--- config.mk ---
export PLATFORM = sky130hd
export DESIGN_NAME = utf_stream_transcoder_flat
export DESIGN_NICKNAME = d
export VERILOG_FILES = /design/src/design/ust_pkg.sv /design/src/design/ust_in_if.sv /design/src/design/ust_out_if.sv /design/src/design/utf_stream_transcoder.sv /design/src/design/ust_front.sv /design/src/design/ust_queue.sv /design/src/design/ust_back.sv /design/src/flat_wrapper.sv
export SDC_FILE = /design/constraint.sdc
export NUM_CORES = 1
export LEC_CHECK = 0
export BUFFER_PORTS_ARGS = -buffer_cell sky130_fd_sc_hd__buf_2
export CELL_PAD_IN_SITES_DETAIL_PLACEMENT = 0
export CELL_PAD_IN_SITES_GLOBAL_PLACEMENT = 1
export CORE_ASPECT_RATIO = 2
export CORE_MARGIN = 10
export CORE_UTILIZATION = 37
export CTS_CLUSTER_DIAMETER = 150
export DETAILED_ROUTE_END_ITERATION = 10
export GPL_ROUTABILITY_DRIVEN = 0
export PLACE_DENSITY_LB_ADDON = 0.1
export REMOVE_ABC_BUFFERS = 1
export SETUP_SLACK_MARGIN = 0.3
export SKIP_LAST_GASP = 1
export SYNTH_ARGS = -nofsm -noshare
export SYNTH_HDL_FRONTEND = slang
export SYNTH_SLANG_ARGS = --single-unit
--- constraint.sdc ---
create_clock -name clk -period 8.1 [get_ports clk]
set_input_delay 0.405 -clock clk [delete_from_list [all_inputs] [get_ports clk]]
set_output_delay 0.405 -clock clk [all_outputs]
set_load 0.02 [all_outputs]
--- src/design/ust_pkg.sv ---
`timescale 1ns / 1ps
package ust_pkg;

  localparam int unsigned CP_W       = 32;
  localparam int unsigned FMT_W      = 3;
  localparam int unsigned CFG_IDX_W  = 1;
  localparam int unsigned CFG_DATA_W = 3;
  localparam int unsigned Q_DEPTH    = 4;
  localparam int unsigned Q_PTR_W    = 2;
  localparam int unsigned Q_CNT_W    = 3;

  localparam logic [FMT_W-1:0] FMT_UTF8  = 3'd0;
  localparam logic [FMT_W-1:0] FMT_U16LE = 3'd1;
  localparam logic [FMT_W-1:0] FMT_U16BE = 3'd2;
  localparam logic [FMT_W-1:0] FMT_U32LE = 3'd3;
  localparam logic [FMT_W-1:0] FMT_U32BE = 3'd4;

  localparam logic [CFG_IDX_W-1:0] REG_SOURCE_FORMAT = 1'd0;
  localparam logic [CFG_IDX_W-1:0] REG_TARGET_FORMAT = 1'd1;

  localparam logic [CP_W-1:0] CP_BOM = 32'h0000_FEFF;

  typedef struct packed {
    logic [CP_W-1:0] cp;
  } cp_item_t;

  typedef struct packed {
    logic [3:0][7:0] bytes;
    logic [1:0]      last;
  } enc_t;

  // Codes past the last format fall back to UTF-8.
  function automatic logic [FMT_W-1:0] fmt_norm(input logic [FMT_W-1:0] f);
    fmt_norm = (f > FMT_U32BE) ? FMT_UTF8 : f;
  endfunction

  function automatic logic [2:0] unit_length(input logic [FMT_W-1:0] fmt,
                                             input logic [7:0] first);
    logic [2:0] n;
    n = 3'd4;
    case (fmt)
      FMT_UTF8: begin
        if (first[7:3] == 5'b11110) n = 3'd4;
        else if (first[7:4] == 4'b1110) n = 3'd3;
        else if (first[7:5] == 3'b110) n = 3'd2;
        else n = 3'd1;
      end
      FMT_U16LE, FMT_U16BE: n = 3'd2;
      default: n = 3'd4;
    endcase
    unit_length = n;
  endfunction

  function automatic enc_t encode(input logic [CP_W-1:0] v, input logic [FMT_W-1:0] fmt);
    enc_t e;
    logic [19:0] w;
    logic [15:0] u0;
    logic [15:0] u1;
    logic big;
    e = '0;
    big = |v[31:16];
    w = v[19:0] - 20'h10000;
    u0 = big ? {6'b110110, w[19:10]} : v[15:0];
    u1 = {6'b110111, w[9:0]};
    case (fmt)
      FMT_U16LE: begin
        e.bytes[0] = u0[7:0];
        e.bytes[1] = u0[15:8];
        e.bytes[2] = u1[7:0];
        e.bytes[3] = u1[15:8];
        e.last = big ? 2'd3 : 2'd1;
      end
      FMT_U16BE: begin
        e.bytes[0] = u0[15:8];
        e.bytes[1] = u0[7:0];
        e.bytes[2] = u1[15:8];
        e.bytes[3] = u1[7:0];
        e.last = big ? 2'd3 : 2'd1;
      end
      FMT_U32LE: begin
        e.bytes = {v[31:24], v[23:16], v[15:8], v[7:0]};
        e.last = 2'd3;
      end
      FMT_U32BE: begin
        e.bytes = {v[7:0], v[15:8], v[23:16], v[31:24]};
        e.last = 2'd3;
      end
      default: begin
        if (big) begin
          e.bytes[0] = {5'b11110, v[20:18]};
          e.bytes[1] = {2'b10, v[17:12]};
          e.bytes[2] = {2'b10, v[11:6]};
          e.bytes[3] = {2'b10, v[5:0]};
          e.last = 2'd3;
        end else if (|v[15:11]) begin
          e.bytes[0] = {4'b1110, v[15:12]};
          e.bytes[1] = {2'b10, v[11:6]};
          e.bytes[2] = {2'b10, v[5:0]};
          e.last = 2'd2;
        end else if (|v[10:7]) begin
          e.bytes[0] = {3'b110, v[10:6]};
          e.bytes[1] = {2'b10, v[5:0]};
          e.last = 2'd1;
        end else begin
          e.bytes[0] = v[7:0];
          e.last = 2'd0;
        end
      end
    endcase
    encode = e;
  endfunction

endpackage

--- src/design/ust_in_if.sv ---
`timescale 1ns / 1ps
interface ust_in_if;
  logic       valid;
  logic       ready;
  logic [7:0] in_byte;

  modport source (output valid, output in_byte, input ready);
  modport sink (input valid, input in_byte, output ready);
endinterface

--- src/design/ust_out_if.sv ---
`timescale 1ns / 1ps
interface ust_out_if;
  logic       valid;
  logic       ready;
  logic [7:0] out_byte;
  logic       run_last;
  logic       string_end;

  modport source (output valid, output out_byte, output run_last, output string_end,
                  input ready);
  modport sink (input valid, input out_byte, input run_last, input string_end,
                output ready);
endinterface

--- src/design/utf_stream_transcoder.sv ---
`timescale 1ns / 1ps
// Byte stream transcoder between UTF-8, UTF-16 LE/BE and UTF-32 LE/BE.
// in_s carries one source byte per word; out_s carries one target byte per
// word with run_last on the final byte of a code point and string_end on
// every byte of an encoded zero terminator. A leading U+FEFF of a string is
// dropped. cfg_we/cfg_index/cfg_wdata write source_format (index 0) and
// target_format (index 1); write them only while the block is idle. A write
// to source_format drops any partial unit and held surrogate.
// Throughput: one input byte per cycle while the queue has room and one output
// byte per cycle while out_s is ready; a code point that expands into N target
// bytes occupies the encoder until all N have gone out, and the four-entry code
// point queue absorbs the difference before in_s ready drops. The first byte of a
// code point passes the queue, the encoder register and the output register.
// Reset (rst_n low, synchronous) empties the queue and the output register
// and returns to the start of a string; no clearing pass is needed.
// When out_s stalls the output word holds, the encoder waits, the queue
// fills, and then in_s ready goes low.
module utf_stream_transcoder import ust_pkg::*; (
  input  logic                  clk,
  input  logic                  rst_n,
  ust_in_if.sink                in_s,
  ust_out_if.source             out_s,
  input  logic                  cfg_we,
  input  logic [CFG_IDX_W-1:0]  cfg_index,
  input  logic [CFG_DATA_W-1:0] cfg_wdata
);

  logic [FMT_W-1:0] src_fmt_r;
  logic [FMT_W-1:0] tgt_fmt_r;
  logic             src_clear;
  logic             in_take;
  logic             push;
  cp_item_t         push_item;
  logic             q_full;
  logic             q_nonempty;
  logic             q_pop;
  cp_item_t         q_head;

  assign src_clear = cfg_we && (cfg_index == REG_SOURCE_FORMAT);
  assign in_s.ready = !q_full;
  assign in_take = in_s.valid && !q_full;

  always_ff @(posedge clk) begin
    if (!rst_n) begin
      src_fmt_r <= FMT_UTF8;
      tgt_fmt_r <= FMT_UTF8;
    end else if (cfg_we) begin
      case (cfg_index)
        REG_SOURCE_FORMAT: src_fmt_r <= cfg_wdata;
        REG_TARGET_FORMAT: tgt_fmt_r <= cfg_wdata;
        default: ;
      endcase
    end
  end

  ust_front u_front (
    .clk       (clk),
    .rst_n     (rst_n),
    .src_fmt   (src_fmt_r),
    .src_clear (src_clear),
    .in_take   (in_take),
    .in_byte   (in_s.in_byte),
    .push      (push),
    .push_item (push_item)
  );

  ust_queue u_queue (
    .clk       (clk),
    .rst_n     (rst_n),
    .push      (push),
    .push_item (push_item),
    .pop       (q_pop),
    .full      (q_full),
    .nonempty  (q_nonempty),
    .head      (q_head)
  );

  ust_back u_back (
    .clk        (clk),
    .rst_n      (rst_n),
    .tgt_fmt    (tgt_fmt_r),
    .q_nonempty (q_nonempty),
    .q_head     (q_head),
    .q_pop      (q_pop),
    .out_valid  (out_s.valid),
    .out_ready  (out_s.ready),
    .out_byte   (out_s.out_byte),
    .run_last   (out_s.run_last),
    .string_end (out_s.string_end)
  );

endmodule

--- src/design/ust_front.sv ---
`timescale 1ns / 1ps
module ust_front import ust_pkg::*; (
  input  logic             clk,
  input  logic             rst_n,
  input  logic [FMT_W-1:0] src_fmt,
  input  logic             src_clear,
  input  logic             in_take,
  input  logic [7:0]       in_byte,
  output logic             push,
  output cp_item_t         push_item
);

  logic [1:0]        seen_r, seen_nxt;
  logic [2:0]        need_r, need_nxt;
  logic [3:0][7:0]   unit_r, unit_nxt;
  logic [9:0]        high_r, high_nxt;
  logic              pend_r, pend_nxt;
  logic              start_r, start_nxt;

  logic [FMT_W-1:0]  fmt;
  logic [2:0]        need;
  logic              done;
  logic [3:0][7:0]   p;
  logic [15:0]       unit16;
  logic [CP_W-1:0]   cp;
  logic              cp_ok;

  always_comb begin
    fmt = fmt_norm(src_fmt);
    need = (seen_r == 2'd0) ? unit_length(fmt, in_byte) : need_r;
    done = ({1'b0, seen_r} + 3'd1) == need;
    p = unit_r;
    p[seen_r] = in_byte;
    unit16 = (fmt == FMT_U16LE) ? {p[1], p[0]} : {p[0], p[1]};

    seen_nxt  = seen_r;
    need_nxt  = need_r;
    unit_nxt  = unit_r;
    high_nxt  = high_r;
    pend_nxt  = pend_r;
    start_nxt = start_r;
    cp        = '0;
    cp_ok     = 1'b0;
    push      = 1'b0;

    case (fmt)
      FMT_U16LE, FMT_U16BE: begin
        if (pend_r) begin
          cp = {12'd0, high_r, unit16[9:0]} + 32'h0001_0000;
          cp_ok = 1'b1;
        end else if (unit16[15:10] == 6'b110110) begin
          cp_ok = 1'b0;
        end else begin
          cp = {16'd0, unit16};
          cp_ok = 1'b1;
        end
      end
      FMT_U32LE: begin
        cp = {p[3], p[2], p[1], p[0]};
        cp_ok = 1'b1;
      end
      FMT_U32BE: begin
        cp = {p[0], p[1], p[2], p[3]};
        cp_ok = 1'b1;
      end
      default: begin
        case (need)
          3'd4: cp = {11'd0, p[0][2:0], p[1][5:0], p[2][5:0], p[3][5:0]};
          3'd3: cp = {16'd0, p[0][3:0], p[1][5:0], p[2][5:0]};
          3'd2: cp = {21'd0, p[0][4:0], p[1][5:0]};
          default: cp = {24'd0, p[0]};
        endcase
        cp_ok = 1'b1;
      end
    endcase

    if (src_clear) begin
      seen_nxt = '0;
      need_nxt = '0;
      pend_nxt = 1'b0;
      high_nxt = '0;
    end else if (in_take) begin
      unit_nxt = p;
      need_nxt = need;
      seen_nxt = done ? 2'd0 : seen_r + 2'd1;
      if (done) begin
        if ((fmt == FMT_U16LE || fmt == FMT_U16BE) && !pend_r && !cp_ok) begin
          // hold the high half until the low unit arrives
          high_nxt = unit16[9:0];
          pend_nxt = 1'b1;
        end else begin
          pend_nxt = 1'b0;
          if (start_r && cp == CP_BOM) begin
            start_nxt = 1'b0;
          end else begin
            start_nxt = (cp == '0);
            push = 1'b1;
          end
        end
      end
    end
    push_item.cp = cp;
  end

  always_ff @(posedge clk) begin
    unit_r <= unit_nxt;
    if (!rst_n) begin
      seen_r  <= '0;
      need_r  <= '0;
      high_r  <= '0;
      pend_r  <= 1'b0;
      start_r <= 1'b1;
    end else begin
      seen_r  <= seen_nxt;
      need_r  <= need_nxt;
      high_r  <= high_nxt;
      pend_r  <= pend_nxt;
      start_r <= start_nxt;
    end
  end

`ifndef SYNTHESIS
  a_seen_below_need: assert property (@(posedge clk) disable iff (!rst_n)
    seen_r != 2'd0 |-> {1'b0, seen_r} < need_r)
    else $error("unit byte count passed unit length");
`endif

endmodule

--- src/design/ust_queue.sv ---
`timescale 1ns / 1ps
module ust_queue import ust_pkg::*; (
  input  logic     clk,
  input  logic     rst_n,
  input  logic     push,
  input  cp_item_t push_item,
  input  logic     pop,
  output logic     full,
  output logic     nonempty,
  output cp_item_t head
);

  cp_item_t [Q_DEPTH-1:0] mem_r;
  logic [Q_PTR_W-1:0]     wr_r, wr_nxt;
  logic [Q_PTR_W-1:0]     rd_r, rd_nxt;
  logic [Q_CNT_W-1:0]     cnt_r, cnt_nxt;
  logic                   do_pop;

  assign full     = (cnt_r == Q_CNT_W'(Q_DEPTH));
  assign nonempty = (cnt_r != '0);
  assign head     = mem_r[rd_r];
  assign do_pop   = pop && nonempty;

  always_comb begin
    wr_nxt  = push ? wr_r + Q_PTR_W'(1) : wr_r;
    rd_nxt  = do_pop ? rd_r + Q_PTR_W'(1) : rd_r;
    cnt_nxt = cnt_r + Q_CNT_W'(push) - Q_CNT_W'(do_pop);
  end

  always_ff @(posedge clk) begin
    if (push) begin
      mem_r[wr_r] <= push_item;
    end
    if (!rst_n) begin
      wr_r  <= '0;
      rd_r  <= '0;
      cnt_r <= '0;
    end else begin
      wr_r  <= wr_nxt;
      rd_r  <= rd_nxt;
      cnt_r <= cnt_nxt;
    end
  end

`ifndef SYNTHESIS
  a_no_push_full: assert property (@(posedge clk) disable iff (!rst_n)
    full |-> !push)
    else $error("word pushed into full queue");
  a_cnt_bound: assert property (@(posedge clk) disable iff (!rst_n)
    cnt_r <= Q_CNT_W'(Q_DEPTH))
    else $error("queue count out of range");
`endif

endmodule

--- src/design/ust_back.sv ---
`timescale 1ns / 1ps
module ust_back import ust_pkg::*; (
  input  logic             clk,
  input  logic             rst_n,
  input  logic [FMT_W-1:0] tgt_fmt,
  input  logic             q_nonempty,
  input  cp_item_t         q_head,
  output logic             q_pop,
  output logic             out_valid,
  input  logic             out_ready,
  output logic [7:0]       out_byte,
  output logic             run_last,
  output logic             string_end
);

  logic            busy_r;
  enc_t            enc_r;
  logic [1:0]      pos_r;
  logic            end_r;
  logic            ov_r;
  logic [7:0]      ob_r;
  logic            ol_r;
  logic            oe_r;

  logic            adv;
  logic            emit;
  logic            last_emit;
  logic            load;

  always_comb begin
    adv       = !ov_r || out_ready;
    emit      = busy_r && adv;
    last_emit = emit && (pos_r == enc_r.last);
    load      = q_nonempty && (!busy_r || last_emit);
    q_pop     = load;
  end

  always_ff @(posedge clk) begin
    if (emit) begin
      ob_r <= enc_r.bytes[pos_r];
      ol_r <= (pos_r == enc_r.last);
      oe_r <= end_r;
    end
    if (load) begin
      enc_r <= encode(q_head.cp, fmt_norm(tgt_fmt));
      end_r <= (q_head.cp == '0);
    end
    if (!rst_n) begin
      busy_r <= 1'b0;
      pos_r  <= '0;
      ov_r   <= 1'b0;
    end else begin
      if (emit) ov_r <= 1'b1;
      else if (adv) ov_r <= 1'b0;
      if (load) begin
        busy_r <= 1'b1;
        pos_r  <= '0;
      end else begin
        if (last_emit) busy_r <= 1'b0;
        if (emit) pos_r <= pos_r + 2'd1;
      end
    end
  end

  assign out_valid  = ov_r;
  assign out_byte   = ob_r;
  assign run_last   = ol_r;
  assign string_end = oe_r;

`ifndef SYNTHESIS
  a_pos_in_range: assert property (@(posedge clk) disable iff (!rst_n)
    busy_r |-> pos_r <= enc_r.last)
    else $error("byte index past encoding");
  a_term_zero: assert property (@(posedge clk) disable iff (!rst_n)
    ov_r && oe_r |-> ob_r == 8'd0)
    else $error("terminator word not zero");
`endif

endmodule

--- src/flat_wrapper.sv ---
// flat-port wrapper written by rule: the top's interface ports become plain ports
module utf_stream_transcoder_flat import ust_pkg::*;
  (clk, rst_n, cfg_we, cfg_index, cfg_wdata, in_s_valid, in_s_in_byte, in_s_ready, out_s_valid, out_s_out_byte, out_s_run_last, out_s_string_end, out_s_ready);
  ust_in_if in_s_i ();
  ust_out_if out_s_i ();
  input  logic clk;
  input  logic rst_n;
  input  logic cfg_we;
  input  logic [CFG_IDX_W-1:0] cfg_index;
  input  logic [CFG_DATA_W-1:0] cfg_wdata;
  input wire logic [$bits(in_s_i.valid)-1:0] in_s_valid;
  input wire logic [$bits(in_s_i.in_byte)-1:0] in_s_in_byte;
  output wire logic [$bits(in_s_i.ready)-1:0] in_s_ready;
  output wire logic [$bits(out_s_i.valid)-1:0] out_s_valid;
  output wire logic [$bits(out_s_i.out_byte)-1:0] out_s_out_byte;
  output wire logic [$bits(out_s_i.run_last)-1:0] out_s_run_last;
  output wire logic [$bits(out_s_i.string_end)-1:0] out_s_string_end;
  input wire logic [$bits(out_s_i.ready)-1:0] out_s_ready;
  assign in_s_i.valid = in_s_valid;
  assign in_s_i.in_byte = in_s_in_byte;
  assign in_s_ready = in_s_i.ready;
  assign out_s_valid = out_s_i.valid;
  assign out_s_out_byte = out_s_i.out_byte;
  assign out_s_run_last = out_s_i.run_last;
  assign out_s_string_end = out_s_i.string_end;
  assign out_s_i.ready = out_s_ready;
  utf_stream_transcoder u_core (.clk(clk), .rst_n(rst_n), .in_s(in_s_i), .out_s(out_s_i), .cfg_we(cfg_we), .cfg_index(cfg_index), .cfg_wdata(cfg_wdata));
endmodule
; ---- After elaboration in Yosys (flattened, before gate mapping)
; Cells that the tools add are included.
[op_classes]
addsub = 9
order_cmp = 8
eq_ne = 19
n_mux = 46
bitwise_logic = 4
reduce_logical = 38
[ops]
columns = op, n
row1 = 34-bit case mux with 4 select lines, 1
row2 = 128-bit bitwise mux, 1
row3 = 32-bit case mux with 3 select lines, 1
row4 = 32-bit binary-select mux with 2-bit select, 1
row5 = 32-bit demux with 2-bit select, 1
row6 = 32-bit zero test, 2
row7 = 32-bit 2-to-1 mux, 2
row8 = 21-bit case mux with 3 select lines, 1
row9 = 16-bit 2-to-1 mux, 3
row10 = 8-bit 2-to-1 mux, 5
row11 = 32-bit bitwise mux, 1
row12 = "32-bit by 16-bit == test with 1-bit output, second input constant", 1
row13 = 26-bit 2-to-1 mux, 1
row14 = "20-bit by 17-bit adder with 21-bit output, second input constant", 1
row15 = 21-bit 2-to-1 mux, 1
row16 = "20-bit by 17-bit subtractor with 20-bit output, second input constant", 1
row17 = "3-bit by 2-bit == test with 1-bit output, second input constant", 6
row18 = 18-bit 2-to-1 mux, 1
row19 = 8-bit binary-select mux with 2-bit select, 1
row20 = 8-bit demux with 2-bit select, 1
row21 = 16-bit OR reduction, 1
row22 = "3-bit == test, second input constant", 5
row23 = 1-bit 2-to-1 mux, 14
row24 = "2-bit by 3-bit less-than comparator with 1-bit output, second input constant", 4
row25 = other kinds (30), 67
[word_totals]
reg_bits = 239
in_bits = 17
output_inout_bits = 12
elab_cells = 154

; ---- Longest topological paths before layout
[logic_depth]
depth_word = 19
depth_mapped = 22
ltp_nobuf = 20

; ---- Modules after synthesis
; From an unflattened synthesis, not the netlist that was laid out.
[unflattened]
cells_unflattened = 1072
hier_area_um2 = 12728.5
[by_module_without_submodules]
columns = module, instances, cells_per_inst, area_per_inst_um2
row1 = ust_queue, 1, 210, 5091.1
row2 = ust_front, 1, 475, 3993.8
row3 = ust_back, 1, 359, 3392.0
row4 = utf_stream_transcoder, 1, 28, 251.5

; ---- Worst setup path after synthesis
; OpenSTA, ideal clock, no wires.
[synth_path]
kind = register to register
startpoint = reg u_core.u_back.pos_r[1]
endpoint = reg u_core.u_queue.cnt_r[2]
setup_ps = 115
arrival_ps = 4370
required_time_ps = 7985
path_slack_ps = 3615
stages_incl_launch_ff = 14
path_buffers = 1
cell_sequence = dfxtp_1 -> clkbuf_1 -> xor2_1 -> nor2_1 -> nand2_1 -> a21oi_1 -> ha_1 -> inv_1 -> ha_1 -> inv_1 -> fa_1 -> xnor2_1 -> xnor2_1 -> and2_1
[synth_via]
elab_chain_len = 6
[synth_lines]
columns = item, line
row1 = "start, declared", ust_back.sv:18  ; logic [1:0] pos_r;
row2 = "start signal, assigned", ust_back.sv:60  ; if (emit) pos_r <= pos_r + 2'd1;
row3 = 2-bit == test, ust_back.sv:33  ; last_emit = emit && (pos_r == enc_r.last);
row4 = 1-bit logical AND, ust_back.sv:33
row5 = 1-bit logical OR, ust_back.sv:34  ; load = q_nonempty && (!busy_r || last_emit);
row6 = 1-bit logical AND, ust_back.sv:34
row7 = net u_core.q_pop, utf_stream_transcoder.sv:36  ; logic q_pop;
row8 = 1-bit logical AND, ust_queue.sv:22  ; assign do_pop = pop && nonempty;
row9 = 3-bit by 1-bit subtractor with 3-bit output, ust_queue.sv:27  ; cnt_nxt = cnt_r + Q_CNT_W'(push) - Q_CNT_W'(do_pop);
row10 = "end signal, assigned", ust_queue.sv:41  ; cnt_r <= cnt_nxt;
row11 = "end, declared", ust_queue.sv:16  ; logic [Q_CNT_W-1:0] cnt_r, cnt_nxt;
; The timed path passes the listed nets, and every way through them passes these cells.
; A chain may end at the register's enable or synchronous reset.

; ---- Worst setup path in the final report
[layout_path]
startpoint = reg u_core.u_front.seen_r[0]
endpoint = reg u_core.u_queue.cnt_r[2]
[layout_via]
elab_chain_len = 19
word_cells_on_any_way = 34
classes_between = add/sub (4) / order compare (2) / eq/ne (6) / mux (17) / reduce/logical (5)
[layout_lines]
columns = item, line
row1 = "start, declared", ust_front.sv:13  ; logic [1:0] seen_r, seen_nxt;
row2 = "start signal, assigned", ust_front.sv:114  ; seen_r <= seen_nxt;
row3 = branches (longest 14 deep; another with 20-bit by 17-bit adder with 21-bit output), -
row4 = 1-bit 2-to-1 mux *, ust_front.sv:86  ; if (done) begin
row5 = 1-bit 2-to-1 mux *, ust_front.sv:82  ; end else if (in_take) begin
row6 = 1-bit 2-to-1 mux *, ust_front.sv:77  ; if (src_clear) begin
row7 = 3-bit by 1-bit adder with 3-bit output *, ust_queue.sv:27
row8 = 3-bit by 1-bit subtractor with 3-bit output *, ust_queue.sv:27
; Mark *: on every way between the ends.

==> out/results.tsv <==
metric	value	unit
status	finished, final reports clean	
die_y	281	µm
fin_area	14000	µm²
cp_cell_sequence	inv_1 > ha_1 > mux2i_2 > a32oi_2 > o21ai_2 > o21ai_0 > a31oi_1 > nor4_2 > a31oi_4 > inv_1 > ha_1 > inv_1 > ha_1 > inv_1 > fa_1 > xnor2_1 > xnor2_1 > and2_1	
antenna_found_initial	0	
routedWlPerCell	29.5	µm
netlist-cell-type-count	96	
hold_buffers	0	
setup_ws	2440	ps
synth_warnings	0	
path_delay_family	compound AO/OA/AOI/OAI gates	
clock_sinks	239	
yosys-top-cells-area	edfxtp_1 (49%), mux4_2 (7.1%), dfxtp_1 (5.4%), mux2i_1 (3.7%), a21oi_1 (2.8%)	
synth_largest_area_cell	edfxtp_1	
grt_use_total	0.212	
crit_arrival	6100	ps
vdd_drop_max	180	µV
numCtsBuffers	24	
synthArstFlopShare	0	
nets	1099	
wl	44900	µm
path_common_cell	inv_1	
r2r_slack	2440	ps
worst_pin_slew	1100	ps
start_kind	flop	
drc	0	
final.setup_skew	18.6	ps
grt_first_pass_wirelength	65300	µm
cts_resized	0	
ys.flop_type	edfxtp_1	
crit_path_top_delay_cell	mux2i_2	
dpl_cell_area	13200	µm²
synthTopCellsByCount	edfxtp_1 (205), nand2_1 (83), nor2_1 (79), a21oi_1 (70), inv_1 (60)	
drive_gt1_frac	0.169	
core-area	33600	µm²
dp_slack	2640	ps
ant_nets	0	
detailed_place_hpwl	33700	µm
fin_crit_sh	0.698	
slowest_delay	760	ps
first_pass_iters	6	
endpoint_kind	flop	
dieArea	42300	µm²
rsz0062_at_grt	no	
fmax	0.177	GHz
tritoncts	yes	
avgViaCountPerCell	6.06	
initial_core_util	0.375	
slew_headroom	0.266	
ys_ff_latch	239	
grt_pass1_vias	9481	
synth_edf_count	205	
slew_violations	0	
setup_tns	0	ps
grt_overflow	0	
vias	9223	
die_w	151	µm
reg2reg_to	u_core.u_queue.cnt_r[2]$_SDFF_PN0_	
crit_buf_inv	4	
rr_startpoint	u_core.u_front.seen_r[0]$_SDFFE_PP0P_	
p_leak	4.83	nW
hold_violations	0	
io_buffers	28	
required	8540	ps
setup_viol	0	
clockBufferDepth	3	
critical_path_depth	18	
endpoint	u_core.u_queue.cnt_r[2]$_SDFF_PN0_	
period_minus_slack	5660	ps
synth_top_area_frac	0.488	
drt_first_iter_violations	682	
synth.avg_cell_area	12.0	µm²
clkTransAtPathRegs	70	ps
ys_seq_area_frac	0.542	
p_per_area	312	nW/µm²
diodes	0	
grt_max_degree	41	
hold_path_class	input pin to flop	
cp_max_fo	10	
clock-root-buffer	clkbuf_16	
synthCells	1051	
io_pins	29	
cts_setup_buffers	0	
clock_latency	550	ps
htreeDepth	1	
fp-row-count	95	
maxCapViolCount	0	
synth.most_common_cell	edfxtp_1	
synth_area	12600	µm²
syn_to_final_growth	11.3	%
ff2ff_path_depth	18	
whs	138	ps
critPathKind	flop to flop	
crit_start	u_core.u_front.seen_r[0]$_SDFFE_PP0P_	
-- registers in the layout (all words and copies together), names as in the netlist, 2 cells and up --
| signal | count |
|---|---|
| u_core.u_queue.cnt_r | 3 |
| u_core.u_back.enc_r | 34 |
| u_core.u_front.need_r | 3 |
| u_core.u_front.high_r | 10 |
| u_core.src_fmt_r | 3 |
| u_core.u_queue.rd_r | 2 |
| u_core.u_back.out_byte | 8 |
| u_core.u_back.pos_r | 2 |
| u_core.u_queue.mem_r | 128 |
| u_core.u_front.seen_r | 2 |
| u_core.u_front.unit_r | 32 |
| u_core.u_queue.wr_r | 2 |
| u_core.tgt_fmt_r | 3 |
-- through the flow --
step	power (mW)	cells	utilization
3_5_place_dp	3.17	1479	0.392
5_1_grt	4.57	1523	0.417
2_1_floorplan	2.64	987	-
4_1_cts	4.40	1523	0.417
6_report	4.38	1523	0.417
3_3_place_gp	3.18	1479	0.392
-- cell usage in the layout (no fill, tap or decap), drive strengths merged, types with 7 or more instances in the layout --
master  instances
edfxtp        205
nand2          84
nor2           80
a21oi          71
inv            62
buf            56
o21ai          53
mux2i          52
mux4           40
dfxtp          34
clkbuf         29
o22ai          25
nand3          23
nor3           18
a31oi          14
a22oi          13
o221ai         13
ha             12
and2           12
nand4          11
xnor2          11
a222oi          9
mux2            9
xor2            8
nand2b          8
a211oi          8
a221oi          8
nor4            8
a21o            7
and3            7
nor2b           7
-- where the power goes --
group          switching (mW)  leakage (nW)  total [mW]  internal [mW]
combinational           0.971          2.25        1.45          0.478
clock                   0.495         0.410        1.22          0.721
sequential             0.0880          2.17        1.71           1.62
total                    1.55          4.83        4.38           2.82
-- routing by layer --
| layer | vias to the layer above | track usage | part of all wire |
|---|---|---|---|
| met5 | - | 0 | 0 |
| met4 | 0 | 0.155 | 0.085 |
| met3 | 160 | 0.0242 | 0.040 |
| met2 | 415 | 0.407 | 0.56 |
| met1 | 4566 | 0.196 | 0.31 |
| li1 | 4082 | - | - |
-- worst reg2reg max path: stages (launching register included) --
cell and delay, ps:
dfxtp_1 370, inv_1 100, ha_1 670, mux2i_2 780, a32oi_2 450, o21ai_2 460
o21ai_0 370, a31oi_1 510, nor4_2 130, a31oi_4 310, inv_1 90, ha_1 270
inv_1 60, ha_1 130, inv_1 50, fa_1 400, xnor2_1 140, xnor2_1 120
and2_1 150
-- worst min path at each step --
stage	cells after the start	endpoint	slack, ps	from
4_1_cts	3	u_core.src_fmt_r[0]$_SDFFE_PN0P_	120	cfg_wdata[0]
3_5_place_dp	0	u_core.u_back.string_end$_DFFE_PP_	410	u_core.u_back.end_r$_DFFE_PP_
3_3_place_gp	0	u_core.u_back.string_end$_DFFE_PP_	410	u_core.u_back.end_r$_DFFE_PP_
2_1_floorplan	0	u_core.u_back.string_end$_DFFE_PP_	400	u_core.u_back.end_r$_DFFE_PP_
6_report	3	u_core.u_front.need_r[0]$_SDFFE_PP0P_	140	in_s_valid
5_1_grt	3	u_core.src_fmt_r[2]$_SDFFE_PN0P_	140	cfg_wdata[2]
-- cells by family (layout without fill, tap and decap cells) --
group | Yosys count | after routing | synth area share
multiplexers | 101 | 101 | 0.124
flip-flops | 239 | 239 | 0.542
buffers and inverters | 125 | 161 | 0.0451
adder cells (fa/ha/maj) | 13 | 13 | 0.0135
AND/OR/NAND/NOR | 278 | 278 | 0.111
AO/OA/AOI/OAI | 276 | 276 | 0.151
XOR/XNOR | 19 | 19 | 0.0138
-- final cells by class --
type	count	area, µm²
multi-input combinational	687	5220
clock buffer	29	629
tap	436	546
inverter	61	229
sequential	239	6840
timing repair buffer	56	350
fill	3221	19600
clock inverter	15	228
Note: power is estimated with default switching activity, not from simulation.
